<file path="config.mk">
export PLATFORM = sky130hd
export DESIGN_NAME = tnf_front
export DESIGN_NICKNAME = d
export VERILOG_FILES = /design/src/rtl/tnf_pkg.sv /design/src/rtl/tnf_front.sv
export SDC_FILE = /design/constraint.sdc
export NUM_CORES = 1
export LEC_CHECK = 0
export BUFFER_PORTS_ARGS = -buffer_cell sky130_fd_sc_hd__buf_2
export CORE_AREA = 3 3 198 200
export DETAILED_ROUTE_END_ITERATION = 6
export DIE_AREA = 0 0 201 203
export PLACE_DENSITY = 0.57
export SYNTH_ARGS = -nofsm -noshare
export SYNTH_HDL_FRONTEND = slang
export SYNTH_SLANG_ARGS = --single-unit
</file>
<file path="constraint.sdc">
create_clock -name clk -period 1.25 [get_ports clk]
set_input_delay 0.125 -clock clk [delete_from_list [all_inputs] [get_ports clk]]
set_output_delay 0.125 -clock clk [all_outputs]
set_load 0.01 [all_outputs]
</file>
<file path="src/rtl/tnf_pkg.sv">
// tnf_pkg: shared widths, types and stage counts for the tangent frame pipeline
// no dependencies; imported by every module under rtl
package tnf_pkg;

	// component format and packed vector width
	localparam int CB = 16;
	localparam int NF = CB - 2;
	localparam int VW = 3 * CB;
	localparam int UVW = 2 * CB;

	// wide signed vector components fed to the normaliser
	localparam int IW = 2 * CB + 4;
	localparam int IXW = $clog2(IW);

	// normaliser internals: magnitudes lifted into [2^29, 2^30)
	localparam int MAGW = 30;
	localparam int LIFT = MAGW - 1;
	localparam int L2W = 2 * MAGW + 2;
	localparam int RTW = MAGW + 1;
	localparam int QW = NF + 1;
	localparam int NUMW = MAGW + NF + 2;
	localparam int NORM_LAT = 5 + RTW + 1 + QW + 1;

	// projection widths
	localparam int PRW = CB + 5;
	localparam int PW = 2 * CB + 3;

	// sideband carried alongside each normaliser
	localparam int SIDE_W = 3 * CB + 3;

	typedef logic signed [CB-1:0] comp_t;
	typedef logic signed [CB:0] edge_t;
	typedef logic signed [IW-1:0] wide_t;
	typedef logic [SIDE_W-1:0] side_t;

endpackage

</file>
<file path="src/rtl/tnf_front.sv">
// tnf_front: corner normal sum and oriented edge, one register stage
// depends on tnf_pkg
module tnf_front
	import tnf_pkg::*;
(
	input  logic          clk,
	input  logic          arst_n,
	input  logic          in_valid,
	input  logic [VW-1:0] pos_a,
	input  logic [VW-1:0] pos_b,
	input  logic [VW-1:0] pos_c,
	input  logic [VW-1:0] nrm_a,
	input  logic [VW-1:0] nrm_b,
	input  logic [VW-1:0] nrm_c,
	input  logic [UVW-1:0] uv_a,
	input  logic [UVW-1:0] uv_b,
	output logic          out_valid,
	output wide_t         nsum [3],
	output side_t         edge_out
);

	logic [VW-1:0] far_c;
	edge_t du_c;
	edge_t d_c [3];
	wide_t s_c [3];

	// edge to corner 1, or to corner 2 when corners 0 and 1 coincide
	always_comb begin
		far_c = (pos_a == pos_b) ? pos_c : pos_b;
		du_c = edge_t'(comp_t'(uv_b[CB-1:0])) - edge_t'(comp_t'(uv_a[CB-1:0]));
		for (int i = 0; i < 3; i++) begin
			d_c[i] = edge_t'(comp_t'(far_c[i*CB +: CB])) - edge_t'(comp_t'(pos_a[i*CB +: CB]));
			if (du_c[CB]) begin
				d_c[i] = -d_c[i];
			end
			s_c[i] = wide_t'(comp_t'(nrm_a[i*CB +: CB])) + wide_t'(comp_t'(nrm_b[i*CB +: CB]))
				+ wide_t'(comp_t'(nrm_c[i*CB +: CB]));
		end
	end

	logic vld_s1;
	wide_t s_s1 [3];
	side_t d_s1;

	always_ff @(posedge clk or negedge arst_n) begin
		if (!arst_n) begin
			vld_s1 <= 1'b0;
		end else begin
			vld_s1 <= in_valid;
		end
	end

	always_ff @(posedge clk) begin
		s_s1 <= s_c;
		d_s1 <= {d_c[2], d_c[1], d_c[0]};
	end

	assign out_valid = vld_s1;
	assign nsum = s_s1;
	assign edge_out = d_s1;

endmodule

</file>
==> impl_metrics.yaml <==
sta:
  tightestPinTransition_ps: 579
  rsz0062_at_grt: "true"
  drv_slew: 0
  hold_violations: 0
  min_period_ps: 4080
  setup_violations: 97
  maxSlewHeadroom_pct: 61.3
  fmax_mhz: 245
  setup_slack_ps: -2830
  final.setup.tns_ps: -142850
  fin_crit_sh_pct: 326
  hold_ws_ps: 65.2
placed_design:
  placed_area_um2: 16000
  io_buffer_count: 482
  dp.cells: 2427
  gp_congestion: 0.951
  dp_hpwl_um: 33400
critical_path:
  slowest_stage: "or4_4"
  cp.depth: 21
  path_delay_family: "simple AND/OR/NAND/NOR gates"
  worstSetupEndpoint: "edge_out[16]"
  endpoint_kind: "register"
  arrival_ps: 4350
  crit_start: "pos_b[29]"
  path_cells: "buf_2, xor2_2, nor4_1, buf_4, nand4_1, nor3_4, buf_6, buf_12, buf_12, buf_12, mux2_4, ha_4, and2b_2, o2111a_1, a221oi_2, nor3b_4, nand3_2, or4_4, nor3_4, a31oi_1, xnor2_1"
  crit_top_cell: "buf_12"
  required_ps: 1520
  max_stage_delay_ps: 470
  path_max_fanout: 6
  start_kind: "input pin"
  critPathBufInv: 6
  timing_worst_setup_path_type: "in -> reg"
detailed_routing:
  wl_per_cell_um: 16.1
  wirelength_um: 40500
  drtPass1Iterations: 5
  ant_nets: 0
  viasPerCell: 4.57
  drc_errors: 0
  drtIter0Drc: 359
  vias: 11486
global_route:
  grt_pass1_wl_um: 60800
  grt-ovfl-total: 0
  grt_usage_pct: 18.7
  grt_max_degree: 28
  grt_pass1_vias: 11768
  antenna_found_initial: 6
job:
  max_cap_viol_count: 0
synth:
  async_flop_share_pct: 0.943
  ys_warn_count: 0
  syn_nets: 1706
  synth_area_per_cell_um2: 8.90
  synth_ff_type: "dfxtp_1"
  postSynthRegisterBits: 106
  synthDistinctLibCells: 80
  synth_seq_area_share_pct: 20.3
  syn_inst: 1180
  synth_area_um2: 10500
  synth_edf_count: 0
cells_and_area:
  final_cell_mix: "buf_2 (470), buf_4 (329), inv_1 (117)"
  syn2layout_area_growth_pct: 78.5
  fin_nets: 2518
  stdcell_area_um2: 18700
  final_cells: 2512
  multiInputGateArea_um2: 9540
  drive_gt1_share_pct: 61.7
  seq_area_um2: 2130
  nFillCells: 3462
  final_common_cell: "buf_2"
clocking:
  clk_path_buf_depth: 2
  cts_made_buffers: 9
  cts_tree: "done"
  cts.clk_slew.worst_paths_ps: 80
  cts_htree_levels: 3
  root_buffer: "clkbuf_16"
  clkSinkCount: 106
power_and_ir_drop:
  cellLeakagePower_nw: 9.18
  peakVddDrop_mv: 0.749
  powerDensity_nw_per_um2: 1170
min_path:
  hold_class: "in -> async"
floorplanning:
  start_util_pct: 27.9
  dieHeight_um: 203
  io_pins: 515
  fp-row-count: 71
  core_area_um2: 37600
  die_area_um2: 40800
  chipWidth_um: 201
run_status:
  violations: "negative setup slack"
  status: "finished, violations left"
cell type report:
| cell class | instances | area share, % |
|---|---|---|
| diodes | 4 | 0.0534 |
| inverters | 125 | 2.50 |
| clock buffers | 11 | 1.30 |
| multi-input cells | 882 | 50.9 |
| well taps | 511 | 3.41 |
| clock inverters | 5 | 0.207 |
| repair buffers | 868 | 30.3 |
| flip-flops and latches | 106 | 11.4 |
stage by stage:
step           setup WS (ps)  util (%)  total power [mW]
6_report               -2830      49.9              21.8
3_5_place_dp           -3310      42.6              17.1
4_1_cts                -2650      47.2              21.2
2_1_floorplan          -2500         -              11.9
5_1_grt                -3000      49.9              23.4
3_3_place_gp           -3390      42.6              16.9
worst min-delay path by stage:
stage,start,to,depth (start not counted)
floorplan,arst_n,out_valid,0
global placement,arst_n,out_valid,1
detailed placement,arst_n,out_valid,1
CTS,arst_n,out_valid,2
global route,arst_n,out_valid,2
finish,arst_n,out_valid,2
timing repair:
| item | in CTS | in global routing |
|---|---|---|
| cloned | 2 | 0 |
| hold buffers | 2 | 0 |
| setup buffers | 40 | 36 |
| pin swaps | 89 | 112 |
| resized for setup | 211 | 156 |
| endpoints found under the setup margin | 135 | 98 |
| hold endpoints to repair | 2 | 0 |
sequential cells by signal, summed over array words and instances, names as in the netlist:
name,count
edge_out,51
out_valid,1
nsum,54
cells by family (layout without fill, tap and decap cells):
kind of cell	count (synthesis)	in the layout	share of synthesized area (%)
other	0	4	0
AND/OR/NAND/NOR	263	263	12.9
AO/OA/AOI/OAI	230	230	14.3
multiplexers	54	54	5.71
buffers and inverters	192	1009	8.96
XOR/XNOR	164	164	13.7
adder cells (fa/ha/maj)	171	171	24.2
flip-flops	106	106	20.3
routing by layer:
metal / share of wire, % / vias up / global-route usage (%)
met5: 0.089 / - / 0
met4: 2.6 / 6 / 6.57
met2: 50 / 316 / 32.3
met3: 5.4 / 64 / 2.81
li1: - / 5644 / -
met1: 42 / 5456 / 23.7
cells in the mapped netlist, types with 29 or more instances:
cell type    n  area, µm²
inv_1      125        469
ha_1       117       1460
dfxtp_1    105       2100
xnor2_1     83        727
xor2_1      81        709
a21oi_1     67        335
nand2_1     58        218
nor2_1      56        210
buf_4       54        405
fa_1        54       1080
mux2_2      47        529
o21ai_0     46        230
nor3_1      29        145
where the power goes:
group	internal, mW	switching, mW	total [mW]
registers	4.78	0.478	5.25
clock network	1.42	1.51	2.94
logic	6.87	6.77	13.6
(Power assumes the default switching activity.)
