`src/rtl/tnf_pkg.sv`:
```
// tnf_pkg: shared widths, types and stage counts for the tangent frame pipeline
// no dependencies; imported by every module under rtl
package tnf_pkg;

	// component format and packed vector width
	localparam int CB = 16;
	localparam int NF = CB - 2;
	localparam int VW = 3 * CB;
	localparam int UVW = 2 * CB;

	// wide signed vector components fed to the normaliser
	localparam int IW = 2 * CB + 4;
	localparam int IXW = $clog2(IW);

	// normaliser internals: magnitudes lifted into [2^29, 2^30)
	localparam int MAGW = 30;
	localparam int LIFT = MAGW - 1;
	localparam int L2W = 2 * MAGW + 2;
	localparam int RTW = MAGW + 1;
	localparam int QW = NF + 1;
	localparam int NUMW = MAGW + NF + 2;
	localparam int NORM_LAT = 5 + RTW + 1 + QW + 1;

	// projection widths
	localparam int PRW = CB + 5;
	localparam int PW = 2 * CB + 3;

	// sideband carried alongside each normaliser
	localparam int SIDE_W = 3 * CB + 3;

	typedef logic signed [CB-1:0] comp_t;
	typedef logic signed [CB:0] edge_t;
	typedef logic signed [IW-1:0] wide_t;
	typedef logic [SIDE_W-1:0] side_t;

endpackage

```
`src/rtl/tnf_cross.sv`:
```
// tnf_cross: cross product of tangent and normal, two register stages
// depends on tnf_pkg
module tnf_cross
	import tnf_pkg::*;
(
	input  logic  clk,
	input  logic  arst_n,
	input  logic  in_valid,
	input  comp_t tan [3],
	input  logic  tan_ok,
	input  side_t side_in,
	output logic  out_valid,
	output wide_t bvec [3],
	output side_t side_out
);

	logic [1:0] vld_s;
	comp_t n_c [3];

	always_ff @(posedge clk or negedge arst_n) begin
		if (!arst_n) begin
			vld_s <= '0;
		end else begin
			vld_s <= {vld_s[0], in_valid};
		end
	end

	always_comb begin
		for (int i = 0; i < 3; i++) begin
			n_c[i] = comp_t'(side_in[i*CB +: CB]);
		end
	end

	// stage 1: the six products
	logic signed [2*CB-1:0] pa_s1 [3];
	logic signed [2*CB-1:0] pb_s1 [3];
	comp_t t_s1 [3];
	logic ok_s1;

	always_ff @(posedge clk) begin
		pa_s1[0] <= tan[1] * n_c[2];
		pb_s1[0] <= tan[2] * n_c[1];
		pa_s1[1] <= tan[2] * n_c[0];
		pb_s1[1] <= tan[0] * n_c[2];
		pa_s1[2] <= tan[0] * n_c[1];
		pb_s1[2] <= tan[1] * n_c[0];
		t_s1 <= tan;
		ok_s1 <= tan_ok & side_in[3*CB];
	end

	// stage 2: differences
	wide_t b_s2 [3];
	side_t side_s2;

	always_ff @(posedge clk) begin
		for (int i = 0; i < 3; i++) begin
			b_s2[i] <= wide_t'(pa_s1[i]) - wide_t'(pb_s1[i]);
		end
		side_s2 <= {2'b00, ok_s1, t_s1[2], t_s1[1], t_s1[0]};
	end

	assign out_valid = vld_s[1];
	assign bvec = b_s2;
	assign side_out = side_s2;

endmodule

```
`config.mk`:
```
export PLATFORM = sky130hd
export DESIGN_NAME = tnf_cross
export DESIGN_NICKNAME = d
export VERILOG_FILES = /design/src/rtl/tnf_pkg.sv /design/src/rtl/tnf_cross.sv
export SDC_FILE = /design/constraint.sdc
export NUM_CORES = 2
export LEC_CHECK = 0
export BUFFER_PORTS_ARGS = -buffer_cell sky130_fd_sc_hd__buf_2
export CAP_MARGIN = 0
export CORE_MARGIN = 5
export CORE_UTILIZATION = 45
export DETAILED_ROUTE_END_ITERATION = 6
export RECOVER_POWER = 50
export SYNTH_ARGS = -nofsm -noshare
export SYNTH_HDL_FRONTEND = slang
export SYNTH_SLANG_ARGS = --single-unit
export TNS_END_PERCENT = 100
```
`constraint.sdc`:
```
create_clock -name clk -period 7.3 [get_ports clk]
set_input_delay 1.46 -clock clk [delete_from_list [all_inputs] [get_ports clk]]
set_output_delay 1.46 -clock clk [all_outputs]
set_load 0.01 [all_outputs]
```
==> report_table.html <==
<table>
<tr><th>Metric</th><th>Value</th></tr>
<tr><th colspan="2">Critical path</th></tr>
<tr><td>Crit path required time</td><td>7.92 ns</td></tr>
<tr><td>Critical path data arrival time</td><td>7.72 ns</td></tr>
<tr><td>Depth of the most critical reg-to-reg path</td><td>12</td></tr>
<tr><td>Critical-path maximum fanout</td><td>13</td></tr>
<tr><td>Critical Path End Type</td><td>register</td></tr>
<tr><td>CP Launch Type</td><td>input pin</td></tr>
<tr><td>Setup Crit Path Kind</td><td>input pin to register</td></tr>
<tr><th colspan="2">CTS</th></tr>
<tr><td>Number of H-tree levels</td><td>2</td></tr>
<tr><td>Clk Latency, worst-skew pair</td><td>0.70 ns</td></tr>
<tr><td>Clock edge transition at the registers on the reported setup and hold paths</td><td>0.06 ns</td></tr>
<tr><td>Number of buffers created by CTS</td><td>53</td></tr>
<tr><td>TritonCTS clock tree</td><td>yes</td></tr>
<tr><td>Hold buffers post-CTS</td><td>0</td></tr>
<tr><td>Clock tree root driver cell</td><td>sky130_fd_sc_hd__clkbuf_16</td></tr>
<tr><td>Clock sink total</td><td>391</td></tr>
<tr><td>Buffer depth of the longest clock path</td><td>3</td></tr>
<tr><th colspan="2">STA</th></tr>
<tr><td>Worst slew margin relative to its limit</td><td>-0.110</td></tr>
<tr><td>Final critical-path setup slack</td><td>0.199 ns</td></tr>
<tr><td>Worst-Margin Slew</td><td>1.62 ns</td></tr>
<tr><td>Final setup violation count</td><td>0</td></tr>
<tr><td>Clock skew after layout</td><td>0.0410 ns</td></tr>
<tr><td>Maximum operating frequency</td><td>141 MHz</td></tr>
<tr><td>Number of slew-limit violations in the final report</td><td>5</td></tr>
<tr><td>Number of endpoints with negative hold slack in the final report</td><td>0</td></tr>
<tr><td>Post-route minimum period</td><td>7.10 ns</td></tr>
<tr><td>Final sum of negative setup slack</td><td>0 ns</td></tr>
<tr><td>Final critical-path share of the clock period</td><td>0.973</td></tr>
<tr><td>Unrepaired setup endpoints after global routing</td><td>true</td></tr>
<tr><th colspan="2">Synthesis</th></tr>
<tr><td>Part of the Yosys area used for sequential elements</td><td>0.109</td></tr>
<tr><td>Count of state elements after synthesis</td><td>391</td></tr>
<tr><td>Mean Syn Cell Area</td><td>9.32 µm²</td></tr>
<tr><td>Post-synth EDFFs</td><td>0</td></tr>
<tr><td>Gate count of the mapped netlist</td><td>7738</td></tr>
<tr><td>Number of warning messages in the yosys log</td><td>0</td></tr>
<tr><td>Post-synthesis async set-or-reset flop share</td><td>0.00512</td></tr>
<tr><td>Commonest register cell after synthesis</td><td>sky130_fd_sc_hd__dfxtp_1</td></tr>
<tr><td>Synth Cell Area</td><td>72100 µm²</td></tr>
<tr><td>Post-synth cell types</td><td>79</td></tr>
<tr><th colspan="2">Finish</th></tr>
<tr><td>Share of cells above drive strength 1</td><td>0.122</td></tr>
<tr><td>Combined flip-flop and latch cell area</td><td>7840 µm²</td></tr>
<tr><td>Most frequent standard cell in the layout excluding fill and tap cells</td><td>sky130_fd_sc_hd__inv_1</td></tr>
<tr><td>Net count of the finished layout</td><td>10800</td></tr>
<tr><td>Most frequent cells in the layout</td><td>sky130_fd_sc_hd__inv_1, sky130_fd_sc_hd__fa_1, sky130_fd_sc_hd__nand2_1, sky130_fd_sc_hd__and2_1, sky130_fd_sc_hd__buf_4</td></tr>
<tr><td>Cell Count, Final, Fillers Out</td><td>10700</td></tr>
<tr><td>Multi-input logic area</td><td>56100 µm²</td></tr>
<tr><td>Area growth from synthesis to layout</td><td>15.1%</td></tr>
<tr><td>Fillers</td><td>14900</td></tr>
<tr><td>Area of all placed cells without fillers</td><td>83000 µm²</td></tr>
<tr><th colspan="2">Global route</th></tr>
<tr><td>Antenna violations before repair</td><td>29</td></tr>
<tr><td>Grt total ovfl</td><td>0</td></tr>
<tr><td>Maximum number of pins on one net before global-route repair</td><td>33</td></tr>
<tr><td>Total global-route track usage</td><td>0.237</td></tr>
<tr><td>Via count of the first global-routing pass</td><td>57100</td></tr>
<tr><td>First-pass GRT wire length</td><td>314 mm</td></tr>
<tr><th colspan="2">Place</th></tr>
<tr><td>Worst slack at placement</td><td>-0.701 ns</td></tr>
<tr><td>Final RePlAce weighted congestion</td><td>0.895</td></tr>
<tr><td>Detailed placer's ending HPWL</td><td>169 mm</td></tr>
<tr><td>Post-detailed-placement cell area</td><td>81300 µm²</td></tr>
<tr><td>Count of input and output buffers</td><td>258</td></tr>
<tr><td>Number of placed cells counting well taps</td><td>10500</td></tr>
<tr><th colspan="2">Drt</th></tr>
<tr><td>Detailed Route WL</td><td>193 mm</td></tr>
<tr><td>Via/cell ratio</td><td>5.00</td></tr>
<tr><td>Number of design-rule violations left by the first detailed-router iteration</td><td>3001</td></tr>
<tr><td>Number of iterations in the first detailed-routing pass</td><td>7</td></tr>
<tr><td>Antenna violation net count after detailed routing</td><td>0</td></tr>
<tr><td>Number of vias in the routed layout</td><td>53300</td></tr>
<tr><td>Average routed wire per standard cell</td><td>18.1 µm</td></tr>
<tr><td>DRC errors left</td><td>11</td></tr>
<tr><th colspan="2">Die</th></tr>
<tr><td>Placement Rows</td><td>147</td></tr>
<tr><td>Number of ports placed on the die boundary</td><td>263</td></tr>
<tr><td>Floorplan die height</td><td>410 µm</td></tr>
<tr><td>Core Footprint</td><td>160000 µm²</td></tr>
<tr><td>Die extent in x</td><td>410 µm</td></tr>
<tr><td>Starting utilization of the core area</td><td>0.451</td></tr>
<tr><td>Area of the die</td><td>168000 µm²</td></tr>
<tr><th colspan="2">Worst hold path</th></tr>
<tr><td>Cells on Worst Hold Path</td><td>0</td></tr>
<tr><td>Class of the most critical hold timing path</td><td>register to register</td></tr>
<tr><th colspan="2">Run</th></tr>
<tr><td>Max cap viols</td><td>1</td></tr>
<tr><th colspan="2">Outcome</th></tr>
<tr><td>Status</td><td>finished with violations</td></tr>
<tr><td>Violated checks</td><td>DRC, capacitance limit, slew limit</td></tr>
</table>
worst max-delay path, cell delays in order:
cell	delay, ns
sky130_fd_sc_hd__buf_2	0.24
sky130_fd_sc_hd__buf_4	0.23
sky130_fd_sc_hd__and2_1	0.17
sky130_fd_sc_hd__fa_1	0.50
sky130_fd_sc_hd__inv_1	0.05
sky130_fd_sc_hd__fa_1	0.39
sky130_fd_sc_hd__fa_1	0.45
sky130_fd_sc_hd__fa_1	0.50
sky130_fd_sc_hd__inv_1	0.06
sky130_fd_sc_hd__fa_1	0.52
sky130_fd_sc_hd__inv_1	0.05
sky130_fd_sc_hd__fa_1	0.47
sky130_fd_sc_hd__inv_1	0.04
sky130_fd_sc_hd__ha_1	0.19
sky130_fd_sc_hd__a211o_1	0.30
sky130_fd_sc_hd__a211o_1	0.33
sky130_fd_sc_hd__a211oi_4	0.39
sky130_fd_sc_hd__o31ai_2	0.21
sky130_fd_sc_hd__a311oi_2	0.35
sky130_fd_sc_hd__buf_4	0.17
sky130_fd_sc_hd__o21ai_1	0.08
sky130_fd_sc_hd__a31o_2	0.25
sky130_fd_sc_hd__a21oi_1	0.17
sky130_fd_sc_hd__xnor2_1	0.13
sequential cells by signal, summed over array words and instances (netlist names):
register	cells
vld_s	2
pa_s1	96
t_s1	48
pb_s1	96
side_out	49
ok_s1	1
bvec	99
cell usage after synthesis, drive strengths merged (5+ instances only):
| master | instances | area share |
|---|---|---|
| or3 | 11 | 0.00095 |
| a21boi | 10 | 0.0010 |
| o21bai | 30 | 0.0031 |
| fa | 1575 | 0.44 |
| nand3 | 48 | 0.0033 |
| nand4 | 18 | 0.0016 |
| a221oi | 5 | 0.00061 |
| and4 | 5 | 0.00061 |
| nor3b | 5 | 0.00052 |
| dfxtp | 389 | 0.11 |
| nor2b | 23 | 0.0020 |
| a211o | 12 | 0.0015 |
| or4 | 7 | 0.00073 |
| a311oi | 6 | 0.00073 |
| nor3 | 55 | 0.0040 |
| o21ai | 116 | 0.0080 |
| a31o | 7 | 0.00085 |
| a31oi | 20 | 0.0017 |
| nand2 | 800 | 0.042 |
| a21oi | 198 | 0.014 |
| o31ai | 19 | 0.0020 |
| o31a | 5 | 0.00061 |
| xnor2 | 218 | 0.026 |
| o311ai | 5 | 0.00061 |
| ha | 588 | 0.10 |
| o2111ai | 8 | 0.00097 |
| or2 | 10 | 0.00087 |
| nand3b | 5 | 0.00052 |
| nor4 | 5 | 0.00043 |
| and3 | 26 | 0.0023 |
| a211oi | 31 | 0.0035 |
| and2 | 747 | 0.065 |
| o211ai | 17 | 0.0018 |
| clkbuf | 298 | 0.016 |
| xor2 | 63 | 0.0076 |
| nor2 | 223 | 0.012 |
| inv | 1852 | 0.096 |
| a2111oi | 12 | 0.0022 |
| a21o | 100 | 0.010 |
| nand2b | 55 | 0.0048 |
| o21a | 48 | 0.0050 |
| buf | 16 | 0.0015 |
repair_timing:
action                                  in CTS  in global routing
gates resized for setup                      0                 22
endpoints found under the setup margin       0                 25
buffers inserted                             0                  1
worst paths after layout:
check                       startpoint      endpoint  slack, ns
max                         side_in[5]  pb_s1[0][95]       0.20
min                           t_s1[30]  side_out[30]       0.30
max reg2reg                pa_s1[0][0]     bvec[102]       3.15
min reg2reg                   t_s1[30]  side_out[30]       0.30
max in group asynchronous       arst_n      vld_s[1]       6.61
min in group asynchronous       arst_n      vld_s[0]       0.56
area by class of cell:
class | instances | area share
clock inverters | 25 | 0.00422
clock buffers | 73 | 0.0181
inverters | 1853 | 0.0838
well taps | 2086 | 0.0314
repair buffers | 1039 | 0.0913
flip-flops and latches | 391 | 0.0944
multi-input cells | 5181 | 0.676
diodes | 15 | 0.000452
stage by stage:
step	utilization	hold WS [ns]
2_1_floorplan	-	0.310
3_3_place_gp	0.508	0.310
3_5_place_dp	0.508	0.312
4_1_cts	0.519	0.305
5_1_grt	0.519	0.325
6_report	0.519	0.298
metal layers:
metal  wire (µm)  GRT usage  up-vias
li1            -          -    24500
met1       81800      0.318    27200
met2       92600      0.396     1282
met3       10200     0.0304      286
met4        8490     0.0845        2
met5          16          0        -
cell families after synthesis:
| logic type | count (synthesis) | synth area share |
|---|---|---|
| buffers and inverters | 2167 | 0.113 |
| adders and majority gates | 2163 | 0.539 |
| and+or+nand+nor | 2047 | 0.141 |
| AOI/OAI and AO/OA | 684 | 0.0632 |
| DFF | 391 | 0.109 |
| xor gates and xnor gates | 281 | 0.0341 |
| muxes | 4 | 0.000555 |
| other | 1 | 0.0000520 |
Power is left out: the tool's default activity adds up to more than one toggle a clock period on the data nets, which glitch-free logic cannot reach.
